$ cat src/sv/rhc_pkg.sv
// ----------------------------------------------------------------------------
// rhc_pkg - shared types and constants for the RGB to HSL converter
// Pixel and result transaction types, hue sector codes and the divider
// stage record that travels down the quotient pipeline.
// ----------------------------------------------------------------------------
package rhc_pkg;

	// Field widths
	localparam int CHAN_W  = 8;
	localparam int HUE_W   = 15;
	localparam int FRAC_W  = 16;

	// Divider geometry: 24-bit dividends, 16 quotient bits, one bit a stage
	localparam int NUM_W     = 24;
	localparam int QUO_W     = 16;
	localparam int DIV_STEPS = QUO_W;

	// Hue scale: one sixth of the circle and the full circle in 1/64 degree
	localparam int HUE_SIXTH = 3840;
	localparam int HUE_FULL  = 6 * HUE_SIXTH;
	localparam int FRAC_ONE  = 65535;

	// Which channel holds the maximum, in priority order
	typedef enum logic [1:0] {
		SECT_RED,
		SECT_GREEN,
		SECT_BLUE
	} hue_sect_t;

	// Input transaction
	typedef struct packed {
		logic [CHAN_W-1:0] red;
		logic [CHAN_W-1:0] green;
		logic [CHAN_W-1:0] blue;
	} pixel_t;

	// Result transaction
	typedef struct packed {
		logic [HUE_W-1:0]  hue;
		logic [FRAC_W-1:0] saturation;
		logic [FRAC_W-1:0] lightness;
	} hsl_t;

	// Per-pixel values that ride along with the quotients
	typedef struct packed {
		logic              grey;
		logic              neg;
		hue_sect_t         sect;
		logic [FRAC_W-1:0] lightness;
	} side_t;

	// One stage of the two-lane restoring divider
	typedef struct packed {
		logic [NUM_W-1:0]  hue_rem;
		logic [QUO_W-1:0]  hue_quo;
		logic [CHAN_W-1:0] hue_den;
		logic [NUM_W-1:0]  sat_rem;
		logic [QUO_W-1:0]  sat_quo;
		logic [CHAN_W-1:0] sat_den;
		side_t             side;
	} div_stage_t;

endpackage

$ cat src/sv/rgb_to_hsl_convert_unit.sv
// ----------------------------------------------------------------------------
// rgb_to_hsl_convert_unit - RGB to HSL pixel converter
// Converts 8-bit RGB pixels to hue (1/64 degree), saturation and lightness
// (0.16 fractions) in a fully pipelined datapath.
// ----------------------------------------------------------------------------
// Usage:
//   Drive pixel and raise start; the transaction is taken at each rising
//   edge where start is high and busy is low. busy stays low, so a new
//   pixel may be presented every cycle.
//   Each result appears on result for one cycle with done high, in input
//   order. Throughput is one pixel per cycle.
//   Hue and saturation quotients come out of a 16-stage restoring
//   divider, one quotient bit per stage, with one stage of min/max in
//   front, one stage of scaling, and the output register after it.
//   The receiver cannot stall: done is a strobe and each result must be
//   taken in its cycle.
//   Reset clears all valid bits; pixels in flight are dropped and no
//   strobe follows until a new pixel is taken.
// ----------------------------------------------------------------------------
module rgb_to_hsl_convert_unit (
	input  logic            clk,
	input  logic            arst_n,
	input  logic            start,
	output logic            busy,
	input  rhc_pkg::pixel_t pixel,
	output logic            done,
	output rhc_pkg::hsl_t   result
);

	// Stage 1: extremes, sector and hue difference
	logic                       valid_s1;
	logic [rhc_pkg::CHAN_W-1:0] delta_s1;
	logic [rhc_pkg::CHAN_W:0]   sum_s1;
	logic signed [rhc_pkg::CHAN_W:0] diff_s1;
	rhc_pkg::hue_sect_t         sect_s1;

	logic [rhc_pkg::CHAN_W-1:0] mx;
	logic [rhc_pkg::CHAN_W-1:0] mn;
	rhc_pkg::hue_sect_t         sect;
	logic signed [rhc_pkg::CHAN_W:0] diff;
	logic                       accept;

	assign busy   = 1'b0;
	assign accept = start && !busy;

	// Find max, min and the sector by red, green, blue priority
	always_comb begin
		mx = pixel.red;
		mn = pixel.red;
		if (pixel.green > mx) mx = pixel.green;
		if (pixel.blue > mx) mx = pixel.blue;
		if (pixel.green < mn) mn = pixel.green;
		if (pixel.blue < mn) mn = pixel.blue;
		if (pixel.red == mx) begin
			sect = rhc_pkg::SECT_RED;
			diff = $signed({1'b0, pixel.green}) - $signed({1'b0, pixel.blue});
		end else if (pixel.green == mx) begin
			sect = rhc_pkg::SECT_GREEN;
			diff = $signed({1'b0, pixel.blue}) - $signed({1'b0, pixel.red});
		end else begin
			sect = rhc_pkg::SECT_BLUE;
			diff = $signed({1'b0, pixel.red}) - $signed({1'b0, pixel.green});
		end
	end

	always_ff @(posedge clk or negedge arst_n) begin
		if (!arst_n) begin
			valid_s1 <= 1'b0;
		end else begin
			valid_s1 <= accept;
		end
	end

	always_ff @(posedge clk) begin
		delta_s1 <= mx - mn;
		sum_s1   <= {1'b0, mx} + {1'b0, mn};
		diff_s1  <= diff;
		sect_s1  <= sect;
	end

	// Stage 2: lightness, divisors and dividends
	logic                valid_s2;
	rhc_pkg::div_stage_t div_s2;

	logic [rhc_pkg::CHAN_W:0]   sum_inv;
	logic [rhc_pkg::CHAN_W:0]   den_full;
	logic [rhc_pkg::CHAN_W:0]   diff_mag;
	logic [rhc_pkg::FRAC_W:0]   light_full;
	rhc_pkg::div_stage_t        div_nxt;

	always_comb begin
		sum_inv    = 9'd510 - sum_s1;
		den_full   = (sum_inv < sum_s1) ? sum_inv : sum_s1;
		diff_mag   = diff_s1[rhc_pkg::CHAN_W] ? 9'(-diff_s1) : 9'(diff_s1);
		light_full = 17'(sum_s1) * 17'd257;

		div_nxt                = '0;
		div_nxt.hue_rem        = rhc_pkg::NUM_W'(diff_mag) *
		                         rhc_pkg::NUM_W'(rhc_pkg::HUE_SIXTH);
		div_nxt.hue_den        = delta_s1;
		div_nxt.sat_rem        = rhc_pkg::NUM_W'(delta_s1) *
		                         rhc_pkg::NUM_W'(rhc_pkg::FRAC_ONE);
		div_nxt.sat_den        = den_full[rhc_pkg::CHAN_W-1:0];
		div_nxt.side.grey      = (delta_s1 == '0);
		div_nxt.side.neg       = diff_s1[rhc_pkg::CHAN_W];
		div_nxt.side.sect      = sect_s1;
		div_nxt.side.lightness = light_full[rhc_pkg::FRAC_W:1];
	end

	always_ff @(posedge clk or negedge arst_n) begin
		if (!arst_n) begin
			valid_s2 <= 1'b0;
		end else begin
			valid_s2 <= valid_s1;
		end
	end

	always_ff @(posedge clk) begin
		div_s2 <= div_nxt;
	end

	// Quotient pipeline
	logic                div_valid;
	rhc_pkg::div_stage_t div_out;

	rhc_div_pipe u_div (
		.clk       (clk),
		.arst_n    (arst_n),
		.in_valid  (valid_s2),
		.in_stage  (div_s2),
		.out_valid (div_valid),
		.out_stage (div_out)
	);

	// Final stage: floor the hue, add the sector offset, wrap the circle
	logic signed [16:0] hue_off;
	logic signed [16:0] hue_mag;
	logic signed [16:0] hue_val;
	rhc_pkg::hsl_t      res_nxt;
	rhc_pkg::hsl_t      result_q;
	logic               done_q;

	always_comb begin
		unique case (div_out.side.sect)
			rhc_pkg::SECT_RED:   hue_off = 17'sd0;
			rhc_pkg::SECT_GREEN: hue_off = 17'(2 * rhc_pkg::HUE_SIXTH);
			rhc_pkg::SECT_BLUE:  hue_off = 17'(4 * rhc_pkg::HUE_SIXTH);
			default:             hue_off = 17'sd0;
		endcase

		// Negative dividends round toward minus infinity
		hue_mag = $signed(17'(div_out.hue_quo));
		if (div_out.side.neg && (div_out.hue_rem != '0)) begin
			hue_mag = hue_mag + 17'sd1;
		end
		hue_val = div_out.side.neg ? (hue_off - hue_mag) : (hue_off + hue_mag);
		if (hue_val[16]) begin
			hue_val = hue_val + 17'(rhc_pkg::HUE_FULL);
		end

		res_nxt.lightness = div_out.side.lightness;
		if (div_out.side.grey) begin
			res_nxt.hue        = '0;
			res_nxt.saturation = '0;
		end else begin
			res_nxt.hue        = hue_val[rhc_pkg::HUE_W-1:0];
			res_nxt.saturation = div_out.sat_quo;
		end
	end

	always_ff @(posedge clk or negedge arst_n) begin
		if (!arst_n) begin
			done_q <= 1'b0;
		end else begin
			done_q <= div_valid;
		end
	end

	always_ff @(posedge clk) begin
		result_q <= res_nxt;
	end

	assign done   = done_q;
	assign result = result_q;

	// Checks
	a_latency: assert property (@(posedge clk) disable iff (!arst_n)
		start && !busy |-> ##19 done)
		else $error("result strobe missing 19 edges after accepted pixel");

	a_no_phantom: assert property (@(posedge clk) disable iff (!arst_n)
		done |-> $past(start, 19))
		else $error("result strobe without an accepted pixel");

	a_hue_range: assert property (@(posedge clk) disable iff (!arst_n)
		done |-> (result.hue < rhc_pkg::HUE_W'(rhc_pkg::HUE_FULL)))
		else $error("hue beyond full circle");

	a_grey: assert property (@(posedge clk) disable iff (!arst_n)
		done && $past(pixel.red == pixel.green && pixel.green == pixel.blue, 19)
		|-> (result.hue == '0) && (result.saturation == '0))
		else $error("grey pixel gave nonzero hue or saturation");

endmodule

$ cat src/sv/rhc_div_pipe.sv
// ----------------------------------------------------------------------------
// rhc_div_pipe - pipelined two-lane restoring divider
// Produces one quotient bit per stage for the hue and saturation lanes,
// most significant bit first. Valid bits travel with the data.
// ----------------------------------------------------------------------------
module rhc_div_pipe (
	input  logic                clk,
	input  logic                arst_n,
	input  logic                in_valid,
	input  rhc_pkg::div_stage_t in_stage,
	output logic                out_valid,
	output rhc_pkg::div_stage_t out_stage
);

	logic                valid_s [1:rhc_pkg::DIV_STEPS];
	rhc_pkg::div_stage_t stage_s [1:rhc_pkg::DIV_STEPS];

	for (genvar i = 0; i < rhc_pkg::DIV_STEPS; i++) begin : g_step
		localparam int BIT = rhc_pkg::DIV_STEPS - 1 - i;

		logic                      cur_valid;
		rhc_pkg::div_stage_t       cur;
		logic [rhc_pkg::NUM_W-1:0] hue_sub;
		logic [rhc_pkg::NUM_W-1:0] sat_sub;
		rhc_pkg::div_stage_t       nxt;

		// Stage zero is the incoming transaction
		if (i == 0) begin : g_head
			assign cur_valid = in_valid;
			assign cur       = in_stage;
		end else begin : g_body
			assign cur_valid = valid_s[i];
			assign cur       = stage_s[i];
		end

		// Try to subtract the shifted divisor in each lane
		always_comb begin
			hue_sub = rhc_pkg::NUM_W'(cur.hue_den) << BIT;
			sat_sub = rhc_pkg::NUM_W'(cur.sat_den) << BIT;
			nxt     = cur;
			if (cur.hue_rem >= hue_sub) begin
				nxt.hue_rem      = cur.hue_rem - hue_sub;
				nxt.hue_quo[BIT] = 1'b1;
			end
			if (cur.sat_rem >= sat_sub) begin
				nxt.sat_rem      = cur.sat_rem - sat_sub;
				nxt.sat_quo[BIT] = 1'b1;
			end
		end

		// Advance the valid bit
		always_ff @(posedge clk or negedge arst_n) begin
			if (!arst_n) begin
				valid_s[i+1] <= 1'b0;
			end else begin
				valid_s[i+1] <= cur_valid;
			end
		end

		// Advance the data
		always_ff @(posedge clk) begin
			stage_s[i+1] <= nxt;
		end
	end

	assign out_valid = valid_s[rhc_pkg::DIV_STEPS];
	assign out_stage = stage_s[rhc_pkg::DIV_STEPS];

endmodule
$ cat config.mk
export PLATFORM = sky130hd
export DESIGN_NAME = rgb_to_hsl_convert_unit
export DESIGN_NICKNAME = d
export VERILOG_FILES = /design/src/sv/rhc_pkg.sv /design/src/sv/rgb_to_hsl_convert_unit.sv /design/src/sv/rhc_div_pipe.sv
export SDC_FILE = /design/constraint.sdc
export NUM_CORES = 2
export LEC_CHECK = 0
export BUFFER_PORTS_ARGS = -buffer_cell sky130_fd_sc_hd__buf_4
export CELL_PAD_IN_SITES_DETAIL_PLACEMENT = 0
export CELL_PAD_IN_SITES_GLOBAL_PLACEMENT = 2
export CORE_MARGIN = 2
export CORE_UTILIZATION = 42
export DETAILED_ROUTE_END_ITERATION = 7
export PLACE_DENSITY_LB_ADDON = 0.1
export SYNTH_ARGS = -nofsm -noshare
export SYNTH_HDL_FRONTEND = slang
export SYNTH_SLANG_ARGS = --single-unit
$ cat constraint.sdc
create_clock -name clk -period 5.8 [get_ports clk]
set_clock_uncertainty 0.1 [all_clocks]
set_input_delay 0.87 -clock clk [delete_from_list [all_inputs] [get_ports clk]]
set_output_delay 0.87 -clock clk [all_outputs]
set_load 0.05 [all_outputs]
# [Word-level counts from Yosys, hierarchy flattened]
# Memories as Yosys holds them, arrays and structs flattened.
# Index checks and enable logic that the tools add are counted.
[op_classes] n_reduce_logical=3 eq_ne=4 multipliers=3 magnitude_cmp=37 n_addsub=43 muxes=75
[op_table] cell="24-bit two-way mux" n=30
[op_table] cell="25-bit two-way mux" n=2
[op_table] cell="24-bit by 10-bit >= comparator with 1-bit output" n=2
[op_table] cell="24-bit by 11-bit >= comparator with 1-bit output" n=2
[op_table] cell="24-bit by 12-bit >= comparator with 1-bit output" n=2
[op_table] cell="24-bit by 13-bit >= comparator with 1-bit output" n=2
[op_table] cell="24-bit by 14-bit >= comparator with 1-bit output" n=2
[op_table] cell="24-bit by 15-bit >= comparator with 1-bit output" n=2
[op_table] cell="24-bit by 16-bit >= comparator with 1-bit output" n=2
[op_table] cell="24-bit by 17-bit >= comparator with 1-bit output" n=2
[op_table] cell="24-bit by 18-bit >= comparator with 1-bit output" n=2
[op_table] cell="24-bit by 19-bit >= comparator with 1-bit output" n=2
[op_table] cell="24-bit by 20-bit >= comparator with 1-bit output" n=2
[op_table] cell="24-bit by 21-bit >= comparator with 1-bit output" n=2
[op_table] cell="24-bit by 22-bit >= comparator with 1-bit output" n=2
[op_table] cell="24-bit by 8-bit >= comparator with 1-bit output" n=2
[op_table] cell="24-bit by 9-bit >= comparator with 1-bit output" n=2
[op_table] cell="24-bit by 10-bit subtractor with 24-bit output" n=2
[op_table] cell="24-bit by 11-bit subtractor with 24-bit output" n=2
[op_table] cell="24-bit by 12-bit subtractor with 24-bit output" n=2
[op_table] cell="24-bit by 13-bit subtractor with 24-bit output" n=2
[op_table] cell="24-bit by 14-bit subtractor with 24-bit output" n=2
[op_table] cell="24-bit by 15-bit subtractor with 24-bit output" n=2
[op_table] cell="24-bit by 16-bit subtractor with 24-bit output" n=2
[op_table] cell="40 further kinds" n=89
[word_totals] register_bits=167 word_cells=200 memories=1 output_inout_bits=49 ram_bits=1856 inputBits=27
[memory_table] name="u_div.stage_s" depth=16 word_bits=116 read_ports=16 rd_ports_with_merged_regs=0 write_ports=16 line="rhc_div_pipe.sv:16" text="rhc_pkg::div_stage_t stage_s [1:rhc_pkg::DIV_STEPS];"

# [Logic depth before layout (Yosys ltp)]
# An unclocked memory read counts as a cell.
[logic_depth] depth_word=8 mapped_depth=32 mapped_depth_nobuf=30

# [Modules after synthesis]
# Synthesis repeated with hierarchy kept, for this count alone.
[unflattened] hier_cells=6117 hier_area_um2=69001.2
[by_module_without_submodules] mod="rhc_div_pipe" area_each_um2=58139.5 cells_per_inst=4962 seq_area_each_um2=37556.0 n_inst=1
[by_module_without_submodules] mod="rgb_to_hsl_convert_unit" area_each_um2=10861.7 cells_per_inst=1155 seq_area_each_um2=2977.9 n_inst=1

# [Least setup slack after synthesis]
# Ideal clock, no wire load.
[synth_path] path_type="input port to flip-flop" startpoint="in pixel[9] in the netlist's numbering" endpoint="reg sum_s1[8] in the netlist's numbering" arrival_time_ns=6.069 required_ns=5.586 path_slack_ns=-0.482 path_stages=26 setup_time_ns=0.114 path_buffers=1 path_cell_list="inv_1 > ha_1 > nor2b_1 > o21a_1 > o21ai_1 > a21oi_1 > o31ai_1 > clkbuf_1 > a21oi_1 > ha_1 > a21o_1 > a21o_1 > a211o_1 > o41ai_4 > mux2i_1 > inv_1 > ha_1 > inv_1 > ha_1 > o21a_1 > o21ai_0 > a21oi_1 > o21a_1 > nor2_1 > o21bai_1 > a21o_1"
[synth_via] elab_chain_len=5 word_cells_on_any_way=9 classes_between="add/sub: 1; order compare: 4; mux: 4"
[synth_rtl] element="start, declared" line="rgb_to_hsl_convert_unit.sv:25" text="input rhc_pkg::pixel_t pixel,"
[synth_rtl] element="8-bit greater-than comparator or 8-bit < comparator (tied branches)" line="rgb_to_hsl_convert_unit.sv:50, rgb_to_hsl_convert_unit.sv:52"
[synth_rtl] element="8-bit two-way mux, on equally long branches" line="rgb_to_hsl_convert_unit.sv:50, rgb_to_hsl_convert_unit.sv:52"
[synth_rtl] element="8-bit greater-than comparator or 8-bit < comparator (tied branches)" line="rgb_to_hsl_convert_unit.sv:51, rgb_to_hsl_convert_unit.sv:53"
[synth_rtl] element="8-bit two-way mux, on equally long branches" line="rgb_to_hsl_convert_unit.sv:51, rgb_to_hsl_convert_unit.sv:53"
[synth_rtl] element="8-bit by 8-bit adder with 9-bit output (*)" line="rgb_to_hsl_convert_unit.sv:76" text="sum_s1 <= {1'b0, mx} + {1'b0, mn};"
[synth_rtl] element="end signal, assigned" line="rgb_to_hsl_convert_unit.sv:76"
[synth_rtl] element="end, declared" line="rgb_to_hsl_convert_unit.sv:33" text="logic [rhc_pkg::CHAN_W:0] sum_s1;"
# Mark *: on every way between the ends. The rest lies on a longest branch, timed or not.
# A chain may end at the register's enable or synchronous reset.

==> impl_metrics.ini <==
[min_path]
hold_path_class = in2reg
timing.hold.worst.start = start

[synthesis]
netlist_area_sq_mm = 0.0587
synth_compound_area_share_pct = 9.22
synth_enable_flop_cells = 0
syn-num-nets = 5973
yosys_warnings = 0
synth.mux.area_fraction_pct = 1.17
yosys.area_share.xor_xnor_pct = 7.11
synthFlopType = sky130_fd_sc_hd__dfxtp_1
post_synth_fa_ha_maj_area_fraction_pct = 11.0
post-synth-top-area-cell = sky130_fd_sc_hd__dfxtp_1
synth_seq_area_share_pct = 55.3
syn-mean-instance-area_sq_um = 10.7
fraction_of_the_mapped_netlist_area_in_simple_logic_gates_pct = 12.3
postSynth.asyncResetShare_pct = 1.17
yosys-top-cells-area = sky130_fd_sc_hd__dfxtp_1 55%, sky130_fd_sc_hd__ha_1 8.3%, sky130_fd_sc_hd__xnor2_1 4.3%
yosysTopAreaCellShare_pct = 54.5
register_bit_total_from_synthesis = 1618
synthCells = 5478
synth_top_family_by_area = simple AND/OR/NAND/NOR gates
synthDistinctLibCells = 96

[sta]
relSlewSlack_pct = 20.0
final-hold-violation-count = 0
final_worst_path_period_need_ns = 5.24
fin_worst_hold_slack_ns = 0.126
period_share_pct = 90.3
maxSlewViolCount = 0
unrepaired_setup_endpoints_after_global_routing = no
timing.setup.tns_ns = 0
setup_viol_count_final = 0
worst-slew-pin-transition_ns = 1.17
achievable_freq_ghz = 0.191

[die]
io_pins = 76
die_y_um = 378
die_x_um = 378
start_util_pct = 42.2
std_cell_rows = 137
die-area_sq_mm = 0.143
core_area_sq_mm = 0.139

[worst_setup_path]
reg2reg_from = delta_s1[2]
cp-startpoint = delta_s1[2]
required_ns = 6.43
crit_path_start_kind = flip-flop
timing.critical_path.fanout_max = 5
timing.critical_path.arrival_ns = 5.87
timing.critical_path.to_type = flip-flop
setup.worst_path.class = reg2reg

[clock_tree]
cts.reportedPaths.clkPinSlew_ns = 0.06
cts.sink_count = 1618
cts_tree = done
cts.repair_timing.setup_buffer_count = 0
post_cts_resize_count = 0
clock_tree.root_cell = sky130_fd_sc_hd__clkbuf_16
h-tree-depth = 4
holdBufCountCts = 1
max-clock-path-buffers = 3
insertion_delay_of_the_later_clocked_pin_in_the_worst_skew_pair_ns = 0.80
numCtsBuffers = 167

[final_layout]
post_route_cell_area_sq_mm = 0.0680
area.sequential_sq_mm = 0.0325
diodes = 0
fillerInstances = 13000
fin_nets = 6245
area_growth_syn_to_fin_pct = 15.8
stdcell_count = 7760
area_of_the_multi_input_gates_sq_mm = 0.0240
layout-drive-gt1-share_pct = 9.14

[route]
ant_nets = 0
via_per_inst = 4.60
detail_route.wirelength_um = 106000
drt_first_iter_violations = 1184
route.detailed.wl_per_inst_um = 13.7
via_total_after_detailed_routing = 35700
drt_pre_antenna_iters = 5
drc_errors = 0

[global_routing]
grt_first_pass_wirelength_um = 174000
largest_net_degree_at_the_start_of_global_routing = 37
global_route_usage_over_all_layers_pct = 14.9
grt_antenna_before_repair = 0
grt_pass1_vias = 35700
gr-total-overflow = 0

[place]
placement.io_buffers = 74
placed_cell_area_sq_mm = 0.0621
cell_total_after_placement = 7456
place.detailed.hpwl_um = 81200
global_placement_routability_congestion = 0.842

[status]
status = finished, final reports clean

[run]
drv_cap = 0
-- final timing paths --
| path | to | slack, ns | cells past startpoint |
|---|---|---|---|
| max | div_s2[67] | 0.56 | 19 |
| max in group asynchronous | done | 4.99 | 2 |
| min reg2reg | u_div.stage_s[0][1163] | 0.19 | 0 |
| max reg2reg | div_s2[67] | 0.56 | 19 |
| min in group asynchronous | u_div.g_step[6].cur_valid | 0.42 | 2 |
| min | valid_s1 | 0.13 | 1 |
-- sequential cells by signal (all words and copies together) (netlist names) --
register,cells
delta_s1,7
diff_s1,9
div_s2,71
done,1
result,47
sect_s1,2
sum_s1,9
u_div.g_step.cur_valid,15
u_div.out_valid,1
u_div.stage_s,1454
valid_s1,1
valid_s2,1
-- cells in the final DEF (no fill, tap or decap), types with 26 or more instances in the layout --
cell type / n
sky130_fd_sc_hd__a21oi_1: 282
sky130_fd_sc_hd__fa_1: 78
sky130_fd_sc_hd__ha_1: 388
sky130_fd_sc_hd__o31ai_1: 37
sky130_fd_sc_hd__nor2_1: 355
sky130_fd_sc_hd__xnor2_1: 291
sky130_fd_sc_hd__buf_4: 176
sky130_fd_sc_hd__xor2_1: 182
sky130_fd_sc_hd__mux2i_1: 40
sky130_fd_sc_hd__clkbuf_8: 32
sky130_fd_sc_hd__a21boi_0: 26
sky130_fd_sc_hd__or3_1: 43
sky130_fd_sc_hd__nand4_1: 56
sky130_fd_sc_hd__clkbuf_16: 167
sky130_fd_sc_hd__inv_1: 521
sky130_fd_sc_hd__nor4_1: 92
sky130_fd_sc_hd__nand3_1: 70
sky130_fd_sc_hd__or4_1: 31
sky130_fd_sc_hd__o21ai_0: 212
sky130_fd_sc_hd__and2_1: 32
sky130_fd_sc_hd__nand2b_1: 133
sky130_fd_sc_hd__clkbuf_1: 32
sky130_fd_sc_hd__a21o_1: 150
sky130_fd_sc_hd__nand2_1: 243
sky130_fd_sc_hd__nor2b_1: 93
sky130_fd_sc_hd__nor3_1: 122
sky130_fd_sc_hd__dfxtp_1: 1599
sky130_fd_sc_hd__clkinv_2: 31
-- synth_stat cells (17+ instances only) --
| master | n |
|---|---|
| sky130_fd_sc_hd__xnor2_1 | 291 |
| sky130_fd_sc_hd__or4_1 | 31 |
| sky130_fd_sc_hd__clkbuf_1 | 59 |
| sky130_fd_sc_hd__xor2_1 | 182 |
| sky130_fd_sc_hd__and3_1 | 17 |
| sky130_fd_sc_hd__a21o_1 | 150 |
| sky130_fd_sc_hd__nand3_1 | 70 |
| sky130_fd_sc_hd__mux2i_1 | 41 |
| sky130_fd_sc_hd__a21boi_0 | 26 |
| sky130_fd_sc_hd__or3_1 | 43 |
| sky130_fd_sc_hd__mux2_2 | 19 |
| sky130_fd_sc_hd__nor4_1 | 94 |
| sky130_fd_sc_hd__inv_1 | 522 |
| sky130_fd_sc_hd__o31ai_1 | 38 |
| sky130_fd_sc_hd__nor2_1 | 356 |
| sky130_fd_sc_hd__nand2b_1 | 133 |
| sky130_fd_sc_hd__dfxtp_1 | 1599 |
| sky130_fd_sc_hd__a21oi_1 | 284 |
| sky130_fd_sc_hd__nand4_1 | 56 |
| sky130_fd_sc_hd__ha_1 | 390 |
| sky130_fd_sc_hd__dfrtp_1 | 19 |
| sky130_fd_sc_hd__nor3_1 | 122 |
| sky130_fd_sc_hd__o21a_1 | 17 |
| sky130_fd_sc_hd__and2_1 | 32 |
| sky130_fd_sc_hd__nor2b_1 | 93 |
| sky130_fd_sc_hd__nand2_1 | 243 |
| sky130_fd_sc_hd__a211oi_1 | 18 |
| sky130_fd_sc_hd__fa_1 | 78 |
| sky130_fd_sc_hd__o21bai_1 | 20 |
| sky130_fd_sc_hd__o21ai_0 | 214 |
-- critical path, cell delays in order (launching register included) --
cell	delay, ns
sky130_fd_sc_hd__dfxtp_1	0.37
sky130_fd_sc_hd__fa_1	0.53
sky130_fd_sc_hd__fa_1	0.61
sky130_fd_sc_hd__ha_1	0.35
sky130_fd_sc_hd__inv_1	0.05
sky130_fd_sc_hd__fa_1	0.53
sky130_fd_sc_hd__inv_1	0.04
sky130_fd_sc_hd__ha_1	0.32
sky130_fd_sc_hd__nor2b_1	0.14
sky130_fd_sc_hd__o21ai_0	0.20
sky130_fd_sc_hd__a21boi_0	0.15
sky130_fd_sc_hd__o21ai_0	0.22
sky130_fd_sc_hd__a21boi_0	0.15
sky130_fd_sc_hd__o21ai_0	0.21
sky130_fd_sc_hd__a21boi_0	0.16
sky130_fd_sc_hd__o21ai_0	0.26
sky130_fd_sc_hd__a21oi_1	0.18
sky130_fd_sc_hd__a211o_1	0.28
sky130_fd_sc_hd__a21oi_1	0.17
sky130_fd_sc_hd__xor2_1	0.15
-- per-stage QoR --
step | setup WS, ns | util [%]
floorplan | -0.0138 | -
global placement | -0.228 | 44.6
detailed placement | -0.195 | 44.6
CTS | 0.534 | 48.8
global route | 0.181 | 48.8
finish | 0.562 | 48.8
-- cell families (layout without fill, tap and decap cells) --
group | Yosys count | count (layout)
simple gates | 1387 | 1387
fa+ha+maj | 468 | 468
xor+xnor | 475 | 475
flops | 1618 | 1618
compound gates | 869 | 869
other cells | 1 | 1
mux | 64 | 64
buf+inv | 596 | 1002
-- area by class of cell --
type	instances	share of cell area [%]
Sequential cell	1618	47.8
Clock buffer	231	6.97
Inverter	522	2.91
Multi-Input combinational cell	3264	35.3
Tap cell	1876	3.45
Clock inverter	72	1.58
Timing Repair Buffer	177	1.96
-- routing by layer --
| metal | up-vias | track usage [%] | share of wire [%] |
|---|---|---|---|
| li1 | 18900 | - | - |
| met1 | 16200 | 16.9 | 43 |
| met2 | 383 | 27.7 | 51 |
| met3 | 178 | 2.84 | 3.1 |
| met4 | 0 | 5.30 | 2.7 |
| met5 | - | 0 | 0 |
Power is left out: the tool's default activity adds up to more than one toggle a clock period on the data nets, which glitch-free logic cannot reach.
